<file path="config.mk">
export PLATFORM = sky130hd
export DESIGN_NAME = text_full_justify_flat
export DESIGN_NICKNAME = d
export VERILOG_FILES = /design/src/hdl/tfj_pkg.sv /design/src/hdl/tfj_if.sv /design/src/hdl/tfj_ram.sv /design/src/hdl/tfj_div.sv /design/src/hdl/tfj_datapath.sv /design/src/hdl/tfj_ctrl.sv /design/src/hdl/text_full_justify.sv /design/src/flat_wrapper.sv
export SDC_FILE = /design/constraint.sdc
export NUM_CORES = 1
export LEC_CHECK = 0
export BUFFER_PORTS_ARGS = -buffer_cell sky130_fd_sc_hd__clkbuf_2
export CAP_MARGIN = 20
export CORE_ASPECT_RATIO = 1.2
export CORE_MARGIN = 8
export CORE_UTILIZATION = 46
export DETAILED_ROUTE_END_ITERATION = 12
export PLACE_DENSITY_LB_ADDON = 0.15
export SKIP_CTS_REPAIR_TIMING = 1
export SLEW_MARGIN = 20
export SYNTH_ARGS = -nofsm -noshare
export SYNTH_HDL_FRONTEND = slang
export SYNTH_SLANG_ARGS = --single-unit
</file>
<file path="constraint.sdc">
create_clock -name clock -period 8.4 [get_ports clock]
set_input_delay 1.26 -clock clock [delete_from_list [all_inputs] [get_ports clock]]
set_output_delay 1.26 -clock clock [all_outputs]
set_load 0.005 [all_outputs]
</file>
<file path="src/hdl/tfj_pkg.sv">
`default_nettype none
// ---------------------------------------------------------------------------
// tfj_pkg
// Shared constants and controller/datapath handshake types for the
// text full-justification block.
// ---------------------------------------------------------------------------
package tfj_pkg;

   localparam int MAX_WIDTH  = 32;
   localparam int MAX_WORDS  = (MAX_WIDTH + 1) / 2;
   localparam int CHAR_BITS  = 8;
   localparam int WIDTH_BITS = $clog2(MAX_WIDTH + 1);
   localparam int COUNT_BITS = $clog2(MAX_WORDS + 1);
   localparam int WIDX_BITS  = $clog2(MAX_WORDS);
   localparam int BUF_DEPTH  = 2 * MAX_WIDTH;
   localparam int PTR_BITS   = $clog2(BUF_DEPTH);
   localparam int QUOT_BITS  = WIDTH_BITS - 1;
   localparam int DVSR_BITS  = WIDX_BITS;

   localparam logic [CHAR_BITS-1:0]  SPACE_CHAR  = 8'h20;
   localparam logic [WIDTH_BITS-1:0] WIDTH_RESET = WIDTH_BITS'(MAX_WIDTH);

   typedef struct packed {
      logic take;
      logic plan_justify;
      logic plan_left;
      logic len_read;
      logic load_word;
      logic letter_read;
      logic out_letter;
      logic out_space;
      logic finish_line;
      logic append;
   } dp_cmd_type;

   typedef struct packed {
      logic word_end;
      logic text_end;
      logic fit;
      logic justify;
      logic col_done;
      logic rem_zero;
      logic more_words;
      logic gap_zero;
      logic out_free;
      logic div_busy;
   } dp_status_type;

endpackage
`default_nettype wire

</file>
<file path="src/hdl/tfj_if.sv">
`default_nettype none
// ---------------------------------------------------------------------------
// tfj_if
// Valid/ready channels for input characters and justified output characters.
// ---------------------------------------------------------------------------
interface tfj_req_if;
   import tfj_pkg::*;
   logic                 valid;
   logic                 ready;
   logic [CHAR_BITS-1:0] char_code;
   logic                 word_end;
   logic                 text_end;
   modport source (output valid, char_code, word_end, text_end, input ready);
   modport sink   (input valid, char_code, word_end, text_end, output ready);
endinterface

interface tfj_rsp_if;
   import tfj_pkg::*;
   logic                 valid;
   logic                 ready;
   logic [CHAR_BITS-1:0] out_char;
   logic                 end_of_line;
   logic                 last_of_run;
   modport source (output valid, out_char, end_of_line, last_of_run, input ready);
   modport sink   (input valid, out_char, end_of_line, last_of_run, output ready);
endinterface
`default_nettype wire

</file>
<file path="src/hdl/tfj_ram.sv">
`default_nettype none
// ---------------------------------------------------------------------------
// tfj_ram
// Generic simple dual-port RAM: one write port, one read port, registered read.
// ---------------------------------------------------------------------------
module tfj_ram #(
   parameter int Width = 8,
   parameter int Depth = 64
) (
   input  wire logic                     clock,
   input  wire logic                     we,
   input  wire logic [$clog2(Depth)-1:0] waddr,
   input  wire logic [Width-1:0]         wdata,
   input  wire logic                     re,
   input  wire logic [$clog2(Depth)-1:0] raddr,
   output logic      [Width-1:0]         rdata
);
   logic [Width-1:0] mem_ff [Depth];

   always_ff @(posedge clock) begin
      if (we) begin
         mem_ff[waddr] <= wdata;
      end
      if (re) begin
         rdata <= mem_ff[raddr];
      end
   end
endmodule
`default_nettype wire

</file>
<file path="src/hdl/tfj_div.sv">
`default_nettype none
// ---------------------------------------------------------------------------
// tfj_div
// Restoring divider, one quotient bit per cycle, for the gap spacing.
// ---------------------------------------------------------------------------
module tfj_div (
   input  wire logic                          clock,
   input  wire logic                          reset,
   input  wire logic                          start,
   input  wire logic [tfj_pkg::QUOT_BITS-1:0] dividend,
   input  wire logic [tfj_pkg::DVSR_BITS-1:0] divisor,
   output logic                               busy,
   output logic      [tfj_pkg::QUOT_BITS-1:0] quotient,
   output logic      [tfj_pkg::DVSR_BITS-1:0] remainder
);
   import tfj_pkg::*;

   localparam int CNT_BITS = $clog2(QUOT_BITS);

   logic                 busy_ff, busy_in;
   logic [CNT_BITS-1:0]  cnt_ff, cnt_in;
   logic [QUOT_BITS-1:0] dvd_ff, dvd_in;
   logic [DVSR_BITS-1:0] rem_ff, rem_in;
   logic [DVSR_BITS-1:0] dvsr_ff, dvsr_in;
   logic [DVSR_BITS:0]   trial;
   logic [DVSR_BITS:0]   diff;
   logic                 qbit;

   always_comb begin
      trial   = {rem_ff, dvd_ff[QUOT_BITS-1]};
      diff    = trial - {1'b0, dvsr_ff};
      qbit    = (trial >= {1'b0, dvsr_ff});
      busy_in = busy_ff;
      cnt_in  = cnt_ff;
      dvd_in  = dvd_ff;
      rem_in  = rem_ff;
      dvsr_in = dvsr_ff;
      if (start) begin
         busy_in = 1'b1;
         cnt_in  = '0;
         dvd_in  = dividend;
         rem_in  = '0;
         dvsr_in = divisor;
      end else if (busy_ff) begin
         // The quotient bits shift in where the dividend bits shift out.
         dvd_in = {dvd_ff[QUOT_BITS-2:0], qbit};
         rem_in = qbit ? diff[DVSR_BITS-1:0] : trial[DVSR_BITS-1:0];
         cnt_in = cnt_ff + 1'b1;
         if (cnt_ff == CNT_BITS'(QUOT_BITS - 1)) begin
            busy_in = 1'b0;
         end
      end
   end

   always_ff @(posedge clock) begin
      if (reset) begin
         busy_ff <= 1'b0;
         cnt_ff  <= '0;
      end else begin
         busy_ff <= busy_in;
         cnt_ff  <= cnt_in;
      end
      dvd_ff  <= dvd_in;
      rem_ff  <= rem_in;
      dvsr_ff <= dvsr_in;
   end

   assign busy      = busy_ff;
   assign quotient  = dvd_ff;
   assign remainder = rem_ff;
endmodule
`default_nettype wire

</file>
<file path="src/hdl/tfj_datapath.sv">
`default_nettype none
// ---------------------------------------------------------------------------
// tfj_datapath
// Character ring buffer, word length store, line bookkeeping, the column
// walk that lays out one line and the output register.
// ---------------------------------------------------------------------------
module tfj_datapath (
   input  wire logic                           clock,
   input  wire logic                           reset,
   input  wire logic                           csr_we,
   input  wire logic [tfj_pkg::WIDTH_BITS-1:0] csr_wdata,
   input  wire logic [tfj_pkg::CHAR_BITS-1:0]  char_code,
   input  wire logic                           word_end,
   input  wire logic                           text_end,
   input  wire tfj_pkg::dp_cmd_type            cmd,
   output tfj_pkg::dp_status_type              status,
   input  wire logic                           rsp_ready,
   output logic                                rsp_valid,
   output logic      [tfj_pkg::CHAR_BITS-1:0]  out_char,
   output logic                                end_of_line,
   output logic                                last_of_run
);
   import tfj_pkg::*;

   logic [WIDTH_BITS-1:0] width_ff;
   logic [PTR_BITS-1:0]   base_ff;
   logic [WIDTH_BITS-1:0] total_ff;
   logic [COUNT_BITS-1:0] count_ff;
   logic [WIDTH_BITS-1:0] wlen_ff;
   logic                  we_ff, te_ff, just_ff;
   logic [WIDTH_BITS-1:0] col_ff;
   logic [PTR_BITS-1:0]   src_ff;
   logic [COUNT_BITS-1:0] wi_ff;
   logic [WIDTH_BITS-1:0] rem_ff;
   logic [WIDTH_BITS-1:0] gap_ff;
   logic                  valid_ff;
   logic [CHAR_BITS-1:0]  char_ff;
   logic                  eol_ff, last_ff;

   logic [WIDTH_BITS-1:0] w;
   logic [WIDTH_BITS:0]   need;
   logic [WIDTH_BITS-1:0] spare;
   logic [COUNT_BITS-1:0] gaps;
   logic                  div_busy;
   logic [QUOT_BITS-1:0]  div_q;
   logic [DVSR_BITS-1:0]  div_r;
   logic [WIDTH_BITS-1:0] q_use;
   logic [COUNT_BITS-1:0] r_use;
   logic                  out_free;
   logic                  eol;
   logic [CHAR_BITS-1:0]  ram_rdata;
   logic [WIDTH_BITS-1:0] len_rdata;
   logic                  char_we;
   logic [PTR_BITS-1:0]   char_waddr;

   // A width of zero acts as one, anything past the maximum as the maximum.
   always_comb begin
      if (width_ff == '0) begin
         w = WIDTH_BITS'(1);
      end else if (width_ff > WIDTH_BITS'(MAX_WIDTH)) begin
         w = WIDTH_BITS'(MAX_WIDTH);
      end else begin
         w = width_ff;
      end
   end

   assign need       = {1'b0, total_ff} + (WIDTH_BITS+1)'(count_ff) + {1'b0, wlen_ff};
   assign spare      = w - total_ff;
   assign gaps       = count_ff - 1'b1;
   assign q_use      = just_ff ? WIDTH_BITS'(div_q) : WIDTH_BITS'(1);
   assign r_use      = just_ff ? COUNT_BITS'(div_r) : '0;
   assign out_free   = !valid_ff || rsp_ready;
   assign eol        = (col_ff == w - 1'b1);
   assign char_we    = cmd.take && (wlen_ff < w);
   // The current word sits in the ring right after the buffered line.
   assign char_waddr = base_ff + PTR_BITS'(total_ff) + PTR_BITS'(wlen_ff);

   tfj_div u_div (
      .clock     (clock),
      .reset     (reset),
      .start     (cmd.plan_justify),
      .dividend  (spare[QUOT_BITS-1:0]),
      .divisor   (gaps[DVSR_BITS-1:0]),
      .busy      (div_busy),
      .quotient  (div_q),
      .remainder (div_r)
   );

   tfj_ram #(.Width(CHAR_BITS), .Depth(BUF_DEPTH)) u_char_ram (
      .clock (clock),
      .we    (char_we),
      .waddr (char_waddr),
      .wdata (char_code),
      .re    (cmd.letter_read),
      .raddr (src_ff),
      .rdata (ram_rdata)
   );

   tfj_ram #(.Width(WIDTH_BITS), .Depth(MAX_WORDS)) u_len_ram (
      .clock (clock),
      .we    (cmd.append),
      .waddr (count_ff[WIDX_BITS-1:0]),
      .wdata (wlen_ff),
      .re    (cmd.len_read),
      .raddr (wi_ff[WIDX_BITS-1:0]),
      .rdata (len_rdata)
   );

   always_ff @(posedge clock) begin
      if (reset) begin
         width_ff <= WIDTH_RESET;
         base_ff  <= '0;
         total_ff <= '0;
         count_ff <= '0;
         wlen_ff  <= '0;
         we_ff    <= 1'b0;
         te_ff    <= 1'b0;
         just_ff  <= 1'b0;
         col_ff   <= '0;
         src_ff   <= '0;
         wi_ff    <= '0;
         rem_ff   <= '0;
         gap_ff   <= '0;
         valid_ff <= 1'b0;
      end else begin
         if (csr_we) begin
            width_ff <= csr_wdata;
            total_ff <= '0;
            count_ff <= '0;
            wlen_ff  <= '0;
         end
         if (cmd.take) begin
            we_ff <= word_end;
            te_ff <= text_end;
            if (char_we) begin
               wlen_ff <= wlen_ff + 1'b1;
            end
         end
         if (cmd.plan_justify || cmd.plan_left) begin
            just_ff <= cmd.plan_justify;
            col_ff  <= '0;
            src_ff  <= base_ff;
            wi_ff   <= '0;
            rem_ff  <= '0;
         end
         if (cmd.load_word) begin
            rem_ff <= len_rdata;
            gap_ff <= q_use + WIDTH_BITS'(wi_ff < r_use);
            wi_ff  <= wi_ff + 1'b1;
         end
         if (cmd.out_letter) begin
            col_ff <= col_ff + 1'b1;
            src_ff <= src_ff + 1'b1;
            rem_ff <= rem_ff - 1'b1;
         end
         if (cmd.out_space) begin
            col_ff <= col_ff + 1'b1;
            if (gap_ff != '0 && wi_ff < count_ff) begin
               gap_ff <= gap_ff - 1'b1;
            end
         end
         if (cmd.finish_line) begin
            base_ff  <= base_ff + PTR_BITS'(total_ff);
            total_ff <= '0;
            count_ff <= '0;
         end
         if (cmd.append) begin
            total_ff <= total_ff + wlen_ff;
            count_ff <= count_ff + 1'b1;
            wlen_ff  <= '0;
         end
         if (cmd.out_letter || cmd.out_space) begin
            valid_ff <= 1'b1;
         end else if (rsp_ready) begin
            valid_ff <= 1'b0;
         end
      end
      if (cmd.out_letter || cmd.out_space) begin
         char_ff <= cmd.out_letter ? ram_rdata : SPACE_CHAR;
         eol_ff  <= eol;
         // A justified line is followed by the last line when the text ends.
         last_ff <= eol && !(just_ff && te_ff);
      end
   end

   always_comb begin
      status.word_end   = we_ff;
      status.text_end   = te_ff;
      status.fit        = (count_ff == '0) || (need <= {1'b0, w});
      status.justify    = just_ff;
      status.col_done   = (col_ff == w);
      status.rem_zero   = (rem_ff == '0);
      status.more_words = (wi_ff < count_ff);
      status.gap_zero   = (gap_ff == '0);
      status.out_free   = out_free;
      status.div_busy   = div_busy;
   end

   assign rsp_valid   = valid_ff;
   assign out_char    = char_ff;
   assign end_of_line = eol_ff;
   assign last_of_run = last_ff;
endmodule
`default_nettype wire

</file>
<file path="src/hdl/tfj_ctrl.sv">
`default_nettype none
// ---------------------------------------------------------------------------
// tfj_ctrl
// Sequencer: takes characters, decides line breaks and steps the datapath
// through the layout of each emitted line.
// ---------------------------------------------------------------------------
module tfj_ctrl (
   input  wire logic                   clock,
   input  wire logic                   reset,
   input  wire logic                   req_valid,
   output logic                        req_ready,
   input  wire tfj_pkg::dp_status_type status,
   output tfj_pkg::dp_cmd_type         cmd
);
   import tfj_pkg::*;

   localparam logic [3:0] S_IDLE   = 4'd0;
   localparam logic [3:0] S_CHECK  = 4'd1;
   localparam logic [3:0] S_DIV    = 4'd2;
   localparam logic [3:0] S_LW     = 4'd3;
   localparam logic [3:0] S_GW     = 4'd4;
   localparam logic [3:0] S_CH     = 4'd5;
   localparam logic [3:0] S_OL     = 4'd6;
   localparam logic [3:0] S_OS     = 4'd7;
   localparam logic [3:0] S_APPEND = 4'd8;

   logic [3:0] state_ff, state_in;

   always_comb begin
      state_in  = state_ff;
      cmd       = '0;
      req_ready = 1'b0;
      case (state_ff)
         S_IDLE: begin
            req_ready = 1'b1;
            if (req_valid) begin
               cmd.take = 1'b1;
               state_in = S_CHECK;
            end
         end
         S_CHECK: begin
            if (!status.word_end) begin
               state_in = S_IDLE;
            end else if (!status.fit) begin
               cmd.plan_justify = 1'b1;
               state_in         = S_DIV;
            end else begin
               state_in = S_APPEND;
            end
         end
         S_DIV: begin
            if (!status.div_busy) begin
               state_in = S_LW;
            end
         end
         S_LW: begin
            cmd.len_read = 1'b1;
            state_in     = S_GW;
         end
         S_GW: begin
            cmd.load_word = 1'b1;
            state_in      = S_CH;
         end
         S_CH: begin
            if (status.col_done) begin
               cmd.finish_line = 1'b1;
               state_in        = status.justify ? S_APPEND : S_IDLE;
            end else if (!status.rem_zero) begin
               cmd.letter_read = 1'b1;
               state_in        = S_OL;
            end else if (status.more_words) begin
               state_in = status.gap_zero ? S_LW : S_OS;
            end else begin
               state_in = S_OS;
            end
         end
         S_OL: begin
            if (status.out_free) begin
               cmd.out_letter = 1'b1;
               state_in       = S_CH;
            end
         end
         S_OS: begin
            if (status.out_free) begin
               cmd.out_space = 1'b1;
               state_in      = S_CH;
            end
         end
         S_APPEND: begin
            cmd.append = 1'b1;
            if (status.text_end) begin
               cmd.plan_left = 1'b1;
               state_in      = S_LW;
            end else begin
               state_in = S_IDLE;
            end
         end
         default: begin
            state_in = S_IDLE;
         end
      endcase
   end

   always_ff @(posedge clock) begin
      if (reset) begin
         state_ff <= S_IDLE;
      end else begin
         state_ff <= state_in;
      end
   end
endmodule
`default_nettype wire

</file>
<file path="src/hdl/text_full_justify.sv">
`default_nettype none
// ---------------------------------------------------------------------------
// text_full_justify
// Greedy full justification of a character stream into fixed-width lines.
// ---------------------------------------------------------------------------
// Characters are taken one per transfer, none before the last is handled; a
// character that ends no line produces no output. When a finished word does
// not fit the buffered line, that line is sent fully justified, and at the end
// of the text the last line is sent left-justified, each line as exactly
// line_width transfers. For each output letter the sequencer reads the
// character buffer and then loads the output register, and each word's
// length is fetched before its letters; a justified line also waits for
// the bit-serial gap divider. Output stalls hold the sequencer; the last
// finished character waits in the output register. Writing csr_wdata
// discards the buffered line and current word.
module text_full_justify (
   input  wire logic                           clock,
   input  wire logic                           reset,
   tfj_req_if.sink                             req_bus,
   tfj_rsp_if.source                           rsp_bus,
   input  wire logic                           csr_we,
   input  wire logic [tfj_pkg::WIDTH_BITS-1:0] csr_wdata
);
   import tfj_pkg::*;

   dp_cmd_type    cmd;
   dp_status_type status;
   logic          req_ready;

   assign req_bus.ready = req_ready;

   tfj_ctrl u_ctrl (
      .clock     (clock),
      .reset     (reset),
      .req_valid (req_bus.valid),
      .req_ready (req_ready),
      .status    (status),
      .cmd       (cmd)
   );

   tfj_datapath u_datapath (
      .clock       (clock),
      .reset       (reset),
      .csr_we      (csr_we),
      .csr_wdata   (csr_wdata),
      .char_code   (req_bus.char_code),
      .word_end    (req_bus.word_end),
      .text_end    (req_bus.text_end),
      .cmd         (cmd),
      .status      (status),
      .rsp_ready   (rsp_bus.ready),
      .rsp_valid   (rsp_bus.valid),
      .out_char    (rsp_bus.out_char),
      .end_of_line (rsp_bus.end_of_line),
      .last_of_run (rsp_bus.last_of_run)
   );

   // An output character is only loaded when the output register can take it.
   a_out_free: assert property (@(posedge clock) disable iff (reset)
      (cmd.out_letter || cmd.out_space) |-> status.out_free)
      else $error("output loaded while register full");

   // A line never grows past the configured width.
   a_line_bound: assert property (@(posedge clock) disable iff (reset)
      status.col_done |-> !(cmd.out_letter || cmd.out_space))
      else $error("character emitted past line width");

   // Taking a character, planning a line and closing a line are exclusive.
   a_cmd_excl: assert property (@(posedge clock) disable iff (reset)
      $onehot0({cmd.take, cmd.plan_justify, cmd.plan_left, cmd.finish_line}))
      else $error("conflicting sequencer commands");

   // The column walk starts only after the divider has settled the gaps.
   a_div_done: assert property (@(posedge clock) disable iff (reset)
      cmd.load_word |-> !status.div_busy)
      else $error("word loaded while divider busy");
endmodule
`default_nettype wire
</file>
<file path="src/flat_wrapper.sv">
// flat-port wrapper written by rule: the top's interface ports become plain ports
module text_full_justify_flat import tfj_pkg::*;
  (clock, reset, csr_we, csr_wdata, req_bus_valid, req_bus_char_code, req_bus_word_end, req_bus_text_end, req_bus_ready, rsp_bus_valid, rsp_bus_out_char, rsp_bus_end_of_line, rsp_bus_last_of_run, rsp_bus_ready);
  tfj_req_if req_bus_i ();
  tfj_rsp_if rsp_bus_i ();
  input  wire logic clock;
  input  wire logic reset;
  input  wire logic csr_we;
  input  wire logic [tfj_pkg::WIDTH_BITS-1:0] csr_wdata;
  input wire logic [$bits(req_bus_i.valid)-1:0] req_bus_valid;
  input wire logic [$bits(req_bus_i.char_code)-1:0] req_bus_char_code;
  input wire logic [$bits(req_bus_i.word_end)-1:0] req_bus_word_end;
  input wire logic [$bits(req_bus_i.text_end)-1:0] req_bus_text_end;
  output wire logic [$bits(req_bus_i.ready)-1:0] req_bus_ready;
  output wire logic [$bits(rsp_bus_i.valid)-1:0] rsp_bus_valid;
  output wire logic [$bits(rsp_bus_i.out_char)-1:0] rsp_bus_out_char;
  output wire logic [$bits(rsp_bus_i.end_of_line)-1:0] rsp_bus_end_of_line;
  output wire logic [$bits(rsp_bus_i.last_of_run)-1:0] rsp_bus_last_of_run;
  input wire logic [$bits(rsp_bus_i.ready)-1:0] rsp_bus_ready;
  assign req_bus_i.valid = req_bus_valid;
  assign req_bus_i.char_code = req_bus_char_code;
  assign req_bus_i.word_end = req_bus_word_end;
  assign req_bus_i.text_end = req_bus_text_end;
  assign req_bus_ready = req_bus_i.ready;
  assign rsp_bus_valid = rsp_bus_i.valid;
  assign rsp_bus_out_char = rsp_bus_i.out_char;
  assign rsp_bus_end_of_line = rsp_bus_i.end_of_line;
  assign rsp_bus_last_of_run = rsp_bus_i.last_of_run;
  assign rsp_bus_i.ready = rsp_bus_ready;
  text_full_justify u_core (.clock(clock), .reset(reset), .req_bus(req_bus_i), .rsp_bus(rsp_bus_i), .csr_we(csr_we), .csr_wdata(csr_wdata));
endmodule
</file>
Yosys cells after proc, flatten, opt, wreduce, memory -nomap -nowiden
Memory sizes are Yosys's and may differ from the RTL's. A register that Yosys moved wholly into a read port is not among the register bits.
Cells that the tools add are included.
- register bits after elaboration: 93
- input bits: 21
- memory bits (writable): 608
- memories: 2
- word-level logic and storage cells: 158
- add/subtract/negate cells: 18
- order comparisons: 6
- reductions and logical operators: 27
- eq/ne operators: 14
- muxes and demuxes: 68
- memories (memory ; words ; width ; read ports ; clocked after Yosys merged registers in ; write ports ; RTL line ; source):
    u_core.u_datapath.u_char_ram.mem_ff ; 64 ; 8 ; 1 ; 1 ; 1 ; tfj_ram.sv:18 ; logic [Width-1:0] mem_ff [Depth];
    u_core.u_datapath.u_len_ram.mem_ff ; 16 ; 6 ; 1 ; 1 ; 1 ; tfj_ram.sv:18 ;
- operator list (kind ; number):
    $mux W6 ; 18
    $mux W4 ; 10
    $mux W5 ; 8
    $pmux W4 S8 ; 1
    $mux W1 ; 28
    $add A6 B1 Y6 const B ; 3
    $add A6 B6 Y6 ; 3
    $logic_not A6 Y1 ; 3
    $sub A6 B1 Y6 const B ; 3
    $eq A4 B3 Y1 const B ; 4
    $eq A6 B6 Y1 ; 2
    $add A5 B1 Y5 const B ; 2
    $reduce_bool A3 Y1 ; 3
    $eq A4 B2 Y1 const B ; 2
    $reduce_bool A2 Y1 ; 4
    $add A6 B5 Y7 ; 1
    $add A7 B6 Y7 ; 1
    $le A7 B6 Y1 ; 1
    $add A5 B1 Y6 ; 1
    $gt A6 B6 Y1 const B ; 1
    $lt A6 B6 Y1 ; 1
    $mux W3 ; 2
    $reduce_bool A6 Y1 ; 1
    $reduce_or A2 Y1 ; 3
    other kinds (19) ; 27

Longest topological paths before layout
Gate-level depths: netlist of run 1.
- word-level depth: 12
- gate-level depth with buffers: 19
- gate-level depth less buffers: 18

Hierarchy
From an unflattened synthesis of run 1, not the netlist that was laid out.
- cells, all modules: 1830
- area, all modules: 30543.0 um2
- by module, submodules not included (module ; area an instance (um2) ; instances ; cells each):
    tfj_ram (u_core.u_datapath.u_char_ram) ; 20246.9 ; 1 ; 940
    tfj_datapath ; 5049.8 ; 1 ; 582
    tfj_ram (u_core.u_datapath.u_len_ram) ; 3955.0 ; 1 ; 178
    tfj_div ; 869.6 ; 1 ; 77
    tfj_ctrl ; 421.7 ; 1 ; 53

Worst setup path after synthesis of run 1
Ideal clock, no wire load.
- kind: reg2reg
- start point: register u_core.u_datapath.total_ff[0]
- end point: memory u_core.u_datapath.u_char_ram.mem_ff[11][0], enable pin
- data required time: 8.017 ns
- arrival: 3.481 ns
- buffers on the path: 1
- setup time: 0.383 ns
- path slack: 4.536 ns
- stages on the path, launching flop included: 12
- path through: dfxtp_1 > ha_1 > fa_1 > a21o_1 > a21oi_1 > xnor2_1 > ha_1 > or4b_2 > o2111ai_1 > xor2_1 > buf_6 > nor3_1
- cells in the longest elaborated chain, start to end: 2
- RTL lines (element ; RTL line ; source):
    start: declaration ; tfj_datapath.sv:27 ; logic [WIDTH_BITS-1:0] total_ff;
    start signal: assignment ; tfj_datapath.sv:168 ; total_ff <= total_ff + wlen_ff;
    $add A6 B6 Y6 (2 in series) ; tfj_datapath.sv:76 ; assign char_waddr = base_ff + PTR_BITS'(total_ff) + PTR_BITS'(wlen_ff);
    end: declaration ; tfj_ram.sv:18 ;
No other way between the ends.

==> results of run 1 <==
final cells by class:
cell class                 count  area, um2  share of cell area (%)
inverter                      56        210                   0.615
clock inverter                46        534                    1.56
tap                          840       1050                    3.07
multi-input combinational    861       9320                    27.3
timing repair buffer          62        390                    1.14
sequential                   715      20700                    60.7
clock buffer                  85       1930                    5.66
worst paths after layout:
check / from / end / slack (ns) / cells past startpoint
worst max-delay path: u_core.u_datapath.wlen_ff[1] / u_core.u_datapath.src_ff[1] / 3.50 / 19
worst min-delay path: u_core.u_datapath.we_ff / u_core.u_datapath.we_ff / 0.47 / 2
worst max register to register: u_core.u_datapath.wlen_ff[1] / u_core.u_datapath.src_ff[1] / 3.50 / 19
worst min register to register: u_core.u_datapath.we_ff / u_core.u_datapath.we_ff / 0.47 / 2
metal layers:
metal / vias to the layer above / track usage, % / part of all wire (%)
met3: 118 / 2.52 / 4.1
met4: 0 / 7.21 / 3.5
met5: - / 0 / 0
met2: 399 / 33.0 / 51
met1: 8333 / 24.9 / 41
li1: 7058 / - / -
power by group through the flow:
stage | clock network, mW | registers, mW | logic, mW
3_3_place_gp | 0 | 3.97 | 0.178
4_1_cts | 3.42 | 3.90 | 0.183
5_1_grt | 3.55 | 3.90 | 0.194
3_5_place_dp | 0 | 3.97 | 0.183
2_1_floorplan | 0 | 3.97 | 0.0922
6_report | 3.35 | 3.90 | 0.180
kinds of logic (layout without fill, tap and decap cells):
kind of cell,after synthesis,in the layout
compound gates,186,186
flops,715,715
buf+inv,147,249
xor+xnor,42,42
mux,209,209
simple gates,350,350
fa+ha+maj,74,74
cells in the final DEF (no fill, tap or decap), types with 7 or more instances in the layout:
master                      instances
sky130_fd_sc_hd__a21o_1            16
sky130_fd_sc_hd__a21oi_1           52
sky130_fd_sc_hd__a22o_1             8
sky130_fd_sc_hd__a22oi_1           19
sky130_fd_sc_hd__a31oi_1           16
sky130_fd_sc_hd__and2_1            14
sky130_fd_sc_hd__buf_4             26
sky130_fd_sc_hd__bufinv_16         10
sky130_fd_sc_hd__clkbuf_1           8
sky130_fd_sc_hd__clkbuf_16         75
sky130_fd_sc_hd__clkbuf_2          31
sky130_fd_sc_hd__clkinv_1          15
sky130_fd_sc_hd__clkinv_2          13
sky130_fd_sc_hd__dfxtp_1           70
sky130_fd_sc_hd__edfxtp_1         641
sky130_fd_sc_hd__fa_1              11
sky130_fd_sc_hd__ha_1              63
sky130_fd_sc_hd__inv_1             54
sky130_fd_sc_hd__mux2i_1           16
sky130_fd_sc_hd__mux4_2           190
sky130_fd_sc_hd__nand2_1           61
sky130_fd_sc_hd__nand2b_1          11
sky130_fd_sc_hd__nand3_1           29
sky130_fd_sc_hd__nand4_1           22
sky130_fd_sc_hd__nor2_1            64
sky130_fd_sc_hd__nor2b_1           10
sky130_fd_sc_hd__nor3_1            30
sky130_fd_sc_hd__nor3_2            57
sky130_fd_sc_hd__o21ai_0           21
sky130_fd_sc_hd__or3_1              7
sky130_fd_sc_hd__xnor2_1           21
sky130_fd_sc_hd__xor2_1            19
registers in the layout, indices dropped and copies added (netlist names), 3 cells and up:
signal and flops:
u_core.u_datapath.u_len_ram.rdata 6, u_core.u_ctrl.state_ff 4, u_core.u_datapath.wlen_ff 6, u_core.u_datapath.u_div.cnt_ff 3, u_core.u_datapath.u_char_ram.mem_ff 512, u_core.u_datapath.u_div.quotient 5
u_core.u_datapath.u_div.dvsr_ff 4, u_core.u_datapath.total_ff 6, u_core.u_datapath.out_char 8, u_core.u_datapath.width_ff 6, u_core.u_datapath.u_len_ram.mem_ff 96, u_core.u_datapath.u_div.remainder 4
u_core.u_datapath.gap_ff 6, u_core.u_datapath.rem_ff 6, u_core.u_datapath.col_ff 6, u_core.u_datapath.src_ff 6, u_core.u_datapath.base_ff 6, u_core.u_datapath.u_char_ram.rdata 8
u_core.u_datapath.wi_ff 5, u_core.u_datapath.count_ff 5
stage by stage:
stage                     hold WS, ns  std cells  util [%]
after floorplan                 0.432       1723         -
after global placement          0.460       2529      47.9
after detailed placement        0.466       2532      48.2
after CTS                       0.476       2663      52.0
after global routing            0.504       2665      52.1
final                           0.470       2665      52.1
Yosys cell counts, types with 5 or more instances:
cell                       count  area (um2)
sky130_fd_sc_hd__nor2_1       64         240
sky130_fd_sc_hd__a31oi_1      16         100
sky130_fd_sc_hd__a22oi_1      19         143
sky130_fd_sc_hd__fa_1         11         220
sky130_fd_sc_hd__a21o_1       16         120
sky130_fd_sc_hd__nor3_1       84         420
sky130_fd_sc_hd__clkbuf_1     34         128
sky130_fd_sc_hd__ha_1         63         788
sky130_fd_sc_hd__nor2b_1      10        62.6
sky130_fd_sc_hd__a21oi_1      52         260
sky130_fd_sc_hd__nand3b_1      6        45.0
sky130_fd_sc_hd__and2_1       14        87.6
sky130_fd_sc_hd__mux2i_1      16         160
sky130_fd_sc_hd__a22o_1        8        70.1
sky130_fd_sc_hd__a211oi_1      6        45.0
sky130_fd_sc_hd__a31o_2        5        43.8
sky130_fd_sc_hd__inv_1        54         203
sky130_fd_sc_hd__dfxtp_1      74        1480
sky130_fd_sc_hd__o21ai_0      21         105
sky130_fd_sc_hd__nand2_1      61         229
sky130_fd_sc_hd__buf_1        21        78.8
sky130_fd_sc_hd__mux4_2      190        4280
sky130_fd_sc_hd__or3_1         7        43.8
sky130_fd_sc_hd__xor2_1       20         175
sky130_fd_sc_hd__edfxtp_1    641       19200
sky130_fd_sc_hd__buf_2        26         130
sky130_fd_sc_hd__xnor2_1      22         193
sky130_fd_sc_hd__nand2b_1     11        68.8
sky130_fd_sc_hd__a311oi_1      6        52.6
sky130_fd_sc_hd__nand4_1      22         138
sky130_fd_sc_hd__buf_6         5        56.3
sky130_fd_sc_hd__nand3_1      29         145
critical path, delay by kind of cell, from the launching register on:
kind,cells,cell delay [ns]
and+or+nand+nor,1,0.11
buffers and inverters,6,1.23
DFF,1,0.86
AOI/OAI and AO/OA,7,0.95
adders and majority gates,4,1.44
xor gates and xnor gates,1,0.14
==> results.txt, run 1 <==
- Result of the run: finished, final reports clean
- Final min period: 4.90 ns
- After clock tree synthesis, the clock-pin slew on the worst setup and hold paths is 0.06 ns.
- Once detail routing completed, the nets flagged for antenna violations numbered 0.
* Number of vias per cell after detailed routing: 5.97
* Crit Path Max Fanout: 32
* Xor and xnor fraction of the mapped netlist area: 1.21%
* Cell repeated most along the worst path: sky130_fd_sc_hd__inv_1
* Sequence of cells on the critical path: inv_1 > fa_1 > inv_1 > ha_1 > inv_1 > fa_1 > inv_1 > a21o_1 > a21oi_1 > xnor2_1 > ha_1 > nand3_1 > a21o_1 > a21oi_1 > o211ai_2 > buf_4 > clkinv_1 > o21ai_0 > a311oi_1
- Number of cell rows: 103
* Power after layout: 7.43 mW
* Adder-cell share of the synthesized area: 3.32%
- The analysis attributes to net switching a power of 1.53 mW.
* Antenna violations before repair: 0
* Effective utilization at floorplan: 46.4%
- The worst setup path is launched from a flip-flop.
- The internal power of the cells totals 5.90 mW.
- In this run the static leakage power is 10.9 nW.
- Largest net degree at the start of global routing: 109
* Worst min-delay path category: reg -> reg
* Number of hold-slack violations in the final timing report: 0
- Number of filler instances in the final layout: 5186
- Achievable clock frequency: 0.204 GHz
- After detailed routing, the number of remaining DRC violations is 0.
- Mean instance size in the synthesized netlist: 17.7 um2
* Die outline height: 298 um
- During synthesis, Yosys emitted a total of 0 warnings.
- The clock reaches the later pin of the worst-skew pair after 0.62 ns.
* Unrepaired setup endpoints after global routing: no
* Arrival time reported for the critical path endpoint: 5.36 ns
* Gate count after technology mapping: 1723
* Total I/O pin count: 33
- Total clock buffers created by CTS: 73
- Wire length of the first global-routing pass: 109000 um
- H-tree levels: 3
- Headroom to the max-slew limit came out at 27.8%.
- Final instance area: 34200 um2
- STA classifies the critical path endpoint as a flip-flop.
* Final setup vio count: 0
- Number of enable flip-flop cells after synthesis: 641
- Of the available clock period, the critical path in the final layout requires 58.3%.
- The tool flagged a number of max-cap violations equal to 0.
- Top FF cell, synth: sky130_fd_sc_hd__edfxtp_1
* Global placement routability congestion: 0.834
* Slowest-stage cell, CP: sky130_fd_sc_hd__dfxtp_1
- Largest stage delay on the critical path: 0.86 ns
- VDD IR max: 0.167 mV
- In this run, distinct cell masters in the synthesized netlist total 82.
- Global routing used 19.2% of the available tracks across all layers.
- Summing all placed instances gives a cell area of 31600 um2.
* Longest Clk Path Bufs: 3
- The via count of the first global-routing pass came to 16.6k.
* Final Routed Wirelength: 71400 um
- Synthesis produced a netlist with a net count of 1818.
* WS Path Type: reg -> reg
- Routed wirelength normalized by instance count: 26.8 um
* Synthesized-area fraction occupied by ao, oa, aoi and oai cells: 4.10%
* Combinational family with the most area after synthesis: multiplexers
- The total overflow left after global routing is 0.
- TritonCTS clock tree: done
- Total number of vias: 15.9k
- In this run the cell area of the synthesized design comes to 30400 um2.
* Final worst clock skew: 0.0374 ns
* Required arrival time at the worst endpoint: 8.86 ns
- Slack of the critical path: 3.50 ns
* CTS root buf: sky130_fd_sc_hd__clkbuf_16
- The die covers 74600 um2.
* Pre-CTS setup slack: 3.58 ns
* Number of nets in the layout: 1864
- The synthesized netlist devotes 6.36% of its cell area to simple gates.
- Layout Area Growth over Synthesis: 12.4%
* HPWL Detailed: 45600 um
* Count of buffers inserted at the top-level ports: 32
- # clock sinks: 715
* Portion of netlist area occupied by mux cells: 14.7%
- The clock network is responsible for 45.1% of the overall power.
- In this run the power density over the cells is 217 nW/um2.
- Net switching is 20.6% of the power.
- Number of flip-flops and latches in the synthesized netlist: 715
- The region available for standard cell placement spans 65600 um2.
- In this run, the combinational gates consume 2.4% of the power.
- The number of antenna diodes in the final layout is 0.
- Setup tns final: 0 ns
* Overall die width: 251 um
- Drt initial violations: 1359
* Final number of max-transition violations: 0
- Layout cells sized above 1: 25.2%
- In this run, flip-flops and latches consume 52.5% of the power.
- Share of synthesized registers carrying an async set or reset: 0%
- Summing the sequential cell areas from Yosys gives 68.2% of the chip area.
* Worst-margin pin slew: 1.08 ns
- The first detailed-routing pass took 7 iterations.
Note: power is estimated with default switching activity, not from simulation.
==> run 2: changes to the inputs <==
- ABC_AREA: not set -> 1
- clock period: 8.4 -> 4.31 ns (I/O delays scaled with it)
==> results.txt, run 2 <==
- The vertical extent of the die came to 300 um (was 298 um).
* Number of enable flip-flop cells after synthesis: 641 (unchanged)
* Syn nets: 2715 (was 1818)
- The cell count along the critical path came to 21 (was 19).
- The last element of the critical path is u_core.u_datapath.src_ff[0] (was u_core.u_datapath.src_ff[1]).
* CTS root buf: sky130_fd_sc_hd__clkbuf_16 (unchanged)
- Overall fraction of global-route tracks in use: 20.6% (was 19.2%)
- The clock latency on the worst-skew pair was 0.61 ns (was 0.62 ns).
- WS Path Type: reg -> reg (unchanged)
- Share of the clock period used by the worst path after layout: 90.6% (was 58.3%)
* Effective utilization at floorplan: 46.2% (was 46.4%)
- Total I/O pin count: 33 (unchanged)
- Most frequent cells in the layout: sky130_fd_sc_hd__edfxtp_1, sky130_fd_sc_hd__nor2_1, sky130_fd_sc_hd__o21ai_0 (was sky130_fd_sc_hd__edfxtp_1, sky130_fd_sc_hd__mux4_2, sky130_fd_sc_hd__clkbuf_16)
- The total count of hold-check failures in the final report came to 0 (unchanged).
- Result of the run: finished, final reports clean (unchanged).
* Area fraction in and, or, nand and nor cells after synthesis: 12.1% (was 6.36%)
- The dominant cell by count in the synthesized netlist is sky130_fd_sc_hd__edfxtp_1 (unchanged).
- Largest register by flop count: u_core.u_datapath.u_char_ram.mem_ff (unchanged)
- Largest net degree at the start of global routing: 206 (was 109)
* Area of the mapped netlist: 30800 um2 (was 30400 um2)
* Worst-margin pin slew: 1.10 ns (was 1.08 ns)
* Combinational family with the most area after synthesis: simple AND/OR/NAND/NOR gates (was multiplexers)
- The area of the die is 75600 um2 (was 74600 um2).
- The number of warning messages in the yosys log was 0 (unchanged).
- DRC violation count after routing: 0 (unchanged)
- Clock-pin slew reported for the worst setup and hold paths after clock tree synthesis: 0.06 ns (about the same)
* Critical Path End Type: flip-flop (unchanged)
- The number of failing setup endpoints in the final timing report was 0 (unchanged).
* H-tree levels: 3 (unchanged)
- The area of combinational cells with multiple inputs is 8950 um2 (was 9320 um2).
- FF-to-FF Start: u_core.u_datapath.count_ff[1] (was u_core.u_datapath.wlen_ff[1])
- Count of buffers inserted at the top-level ports: 32 (unchanged)
- The max-cap violation count is 0 (unchanged).
- Top cell type's share of synthesized area: 62.5% (was 63.3%)
* HPWL Detailed: 49800 um (was 45600 um)
- Longest Clk Path Bufs: 3 (unchanged)
* Core Area: 66800 um2 (was 65600 um2)
* Number of cell rows: 104 (was 103)
* Achievable clock frequency: 0.256 GHz (was 0.204 GHz)
* Number of filler instances in the final layout: 5790 (was 5186)
- Power after layout: 14.3 mW (was 7.43 mW)
- The worst reg2reg path endpoint was u_core.u_datapath.src_ff[0] (was u_core.u_datapath.src_ff[1]).
* Number of nets in the layout: 2779 (was 1864)
* Final worst clock skew: 0.0225 ns (was 0.0374 ns)
- Adder-cell share of the synthesized area: 3.27% (was 3.32%)
- The number of buffers created by CTS came to 72 (was 73).
* Number of flip-flops under the largest register name: 512 (unchanged)
- The most used flip-flop cell after synthesis is sky130_fd_sc_hd__edfxtp_1 (unchanged).
- Sequential cell area: 20700 um2 (about the same)
- The largest stage delay on the critical path is 0.47 ns (was 0.86 ns).
* Layout cells sized above 1: 10.7% (was 25.2%)
* Layout Area Growth over Synthesis: 12.3% (was 12.4%)
* Worst path top cell family by delay: adder cells (unchanged)
* Number of vias per cell after detailed routing: 5.63 (was 5.97)
* Portion of netlist area occupied by mux cells: 0.617% (was 14.7%)
* Start point of the worst hold path: csr_wdata[5] (was u_core.u_datapath.we_ff)
- Synthesized-area fraction occupied by ao, oa, aoi and oai cells: 11.9% (was 4.10%)
- Antenna violations before repair: 3 (was 0)
* Nature of the critical path startpoint: flip-flop (unchanged)
* Wire length of the first global-routing pass: 120000 um (was 109000 um)
* Mean instance size in the synthesized netlist: 11.8 um2 (was 17.7 um2)
- The post-synthesis instance total is 2620 (was 1723).
- Number of global-route vias before repair: 20.3k (was 16.6k)
* Remaining max-slew budget at the tightest pin: 26.6% (was 27.8%)
* Beginning of the critical path: u_core.u_datapath.count_ff[1] (was u_core.u_datapath.wlen_ff[1])
- Arrival time reported for the critical path endpoint: 4.42 ns (was 5.36 ns)
* VDD IR max: 0.309 mV (was 0.167 mV)
* Unrepaired setup endpoints after global routing: no (unchanged)
- Number of nets with antenna violations after routing: 0 (unchanged)
- The cell type contributing the most total cell area after synthesis was sky130_fd_sc_hd__edfxtp_1 (unchanged).
- Drt initial violations: 1654 (was 1359)
* Cell repeated most along the worst path: sky130_fd_sc_hd__nand2_1 (was sky130_fd_sc_hd__inv_1)
- Synth top cells by count: sky130_fd_sc_hd__edfxtp_1, sky130_fd_sc_hd__nor2_1, sky130_fd_sc_hd__o21ai_0 (was sky130_fd_sc_hd__edfxtp_1, sky130_fd_sc_hd__mux4_2, sky130_fd_sc_hd__nor3_1).
- Ranking of synthesized cells by area: sky130_fd_sc_hd__edfxtp_1, sky130_fd_sc_hd__nor2_1, sky130_fd_sc_hd__o21ai_0, sky130_fd_sc_hd__dfxtp_1, sky130_fd_sc_hd__nand2_1 (was sky130_fd_sc_hd__edfxtp_1, sky130_fd_sc_hd__mux4_2, sky130_fd_sc_hd__dfxtp_1, sky130_fd_sc_hd__ha_1, sky130_fd_sc_hd__nor3_1)
- Areal power density over the cells: 413 nW/um2 (was 217 nW/um2)
- The detailed-route wire length is 79000 um (was 71400 um).
* Number of flip-flops and latches in the synthesized netlist: 715 (unchanged)
- Grt total ovfl: 0 (unchanged)
* Worst min-delay path category: in -> reg (was reg -> reg)
* Total number of vias: 20.5k (was 15.9k)
- The worst-case reg-to-reg path depth is 21 (was 19).
- Registers with the highest flip-flop counts: u_core.u_datapath.u_char_ram.mem_ff: 512 flops, u_core.u_datapath.u_len_ram.mem_ff: 96 flops (unchanged).
- The cell with the largest stage delay on the worst path is sky130_fd_sc_hd__fa_1 (was sky130_fd_sc_hd__dfxtp_1).
* # clock sinks: 715 (unchanged)
* Number of iterations in the first detailed-routing pass: 6 (was 7)
- Sequence of cells on the critical path: inv_1 > fa_1 > inv_1 > ha_1 > inv_1 > fa_1 > o21ai_0 > a21oi_1 > xnor2_1 > ha_1 > nand2_1 > o21ai_0 > nor2_1 > nand2_1 > nand2_1 > nand2_1 > nand3_1 > nand2_2 > nor2_2 > nand2_1 > a21oi_1 (was inv_1 > fa_1 > inv_1 > ha_1 > inv_1 > fa_1 > inv_1 > a21o_1 > a21oi_1 > xnor2_1 > ha_1 > nand3_1 > a21o_1 > a21oi_1 > o211ai_2 > buf_4 > clkinv_1 > o21ai_0 > a311oi_1).
* Routed wirelength normalized by instance count: 21.7 um (was 26.8 um)
- Share of synthesized area occupied by flip-flops and latches: 67.3% (was 68.2%)
- Setup tns final: 0 ns (unchanged)
* Final min period: 3.91 ns (was 4.90 ns)
- The die span in x came to 252 um (was 251 um).
- The placer congestion estimate was 0.857 (was 0.834).
- Required arrival time at the worst endpoint: 4.83 ns (was 8.86 ns)
- The max-slew violation count was 0 (unchanged).
- The share of flip-flops with an asynchronous set or reset came to 0% (unchanged).
- The flop-to-flop setup slack was 0.40 ns (was 3.50 ns).
- The CTS tree was done (unchanged).
- The static leakage power came to 12.1 nW (was 10.9 nW).
* Crit path buffers/inverters: 3 (was 6)
- The peak fanout along the critical path is 10 (was 32).
- Yosys cell types: 57 (was 82)
- The parity-gate share of the synthesized area counting xor and xnor cells is 1.19% (was 1.21%).
* Most common library cell in the layout ignoring fill and taps: sky130_fd_sc_hd__edfxtp_1 (unchanged)
## run 2: cell types whose count changed after synthesis, sizes merged, moves of 64 or more
cell,before,now
clkbuf,35,99
inv,54,133
mux4,190,0
nand2,62,242
nor2,64,461
nor3,87,15
o21ai,24,343
o221ai,1,73
o22ai,0,83
## run 2: worst min-delay path by stage
stage                                    endpoint  slack, ns  depth (start not counted)
finish              u_core.u_datapath.width_ff[5]       0.27                          3
CTS                 u_core.u_datapath.width_ff[5]       0.24                          3
global route        u_core.u_datapath.width_ff[5]       0.28                          3
detailed placement    u_core.u_datapath.col_ff[4]       0.46                          2
global placement      u_core.u_datapath.col_ff[4]       0.45                          2
floorplan             u_core.u_datapath.col_ff[4]       0.44                          2
## run 2: kinds of logic after synthesis
| logic type | Yosys count |
|---|---|
| adders and majority gates | 74 |
| DFF | 715 |
| xor gates and xnor gates | 41 |
| muxes | 19 |
| AOI/OAI and AO/OA | 630 |
| and+or+nand+nor | 860 |
| buffers and inverters | 281 |
## run 2: report_power, final
part,internal (mW),switching (mW)
logic,0.133,0.377
clock network,3.59,2.56
registers,7.59,0.0276
## run 2: metal layers
metal  wire length (um)  GRT usage [%]  part of all wire [%]
met5                 10              0                 0.013
met4               2690           8.11                   3.4
met3               3810           2.61                   4.8
met2              40400           36.5                    51
met1              32100           25.5                    41
## run 2: tightest hold or removal path, cell delays in order
cell                       delay [ns]
sky130_fd_sc_hd__clkbuf_2        0.08
sky130_fd_sc_hd__a21oi_1         0.04
sky130_fd_sc_hd__o21ai_0         0.06
## run 2: cell type report
| class | count | area share [%] |
|---|---|---|
| multi-input combinational | 1624 | 25.9 |
| clock buffer | 89 | 5.58 |
| clock inverter | 36 | 1.05 |
| inverter | 139 | 1.54 |
| sequential | 715 | 59.9 |
| timing repair buffer | 132 | 2.74 |
| antenna | 1 | 0.00723 |
| tap | 901 | 3.26 |
## run 2: stage by stage
step	hold WS, ns	util, %	worst slack (ns)	std cells	area, um2
global placement	0.448	48.4	0.418	3510	32300
floorplan	0.439	-	0.437	2620	30800
finish	0.265	51.8	0.404	3637	34600
global route	0.277	51.8	0.0635	3636	34600
detailed placement	0.456	48.4	0.344	3510	32300
CTS	0.238	51.8	0.312	3635	34600
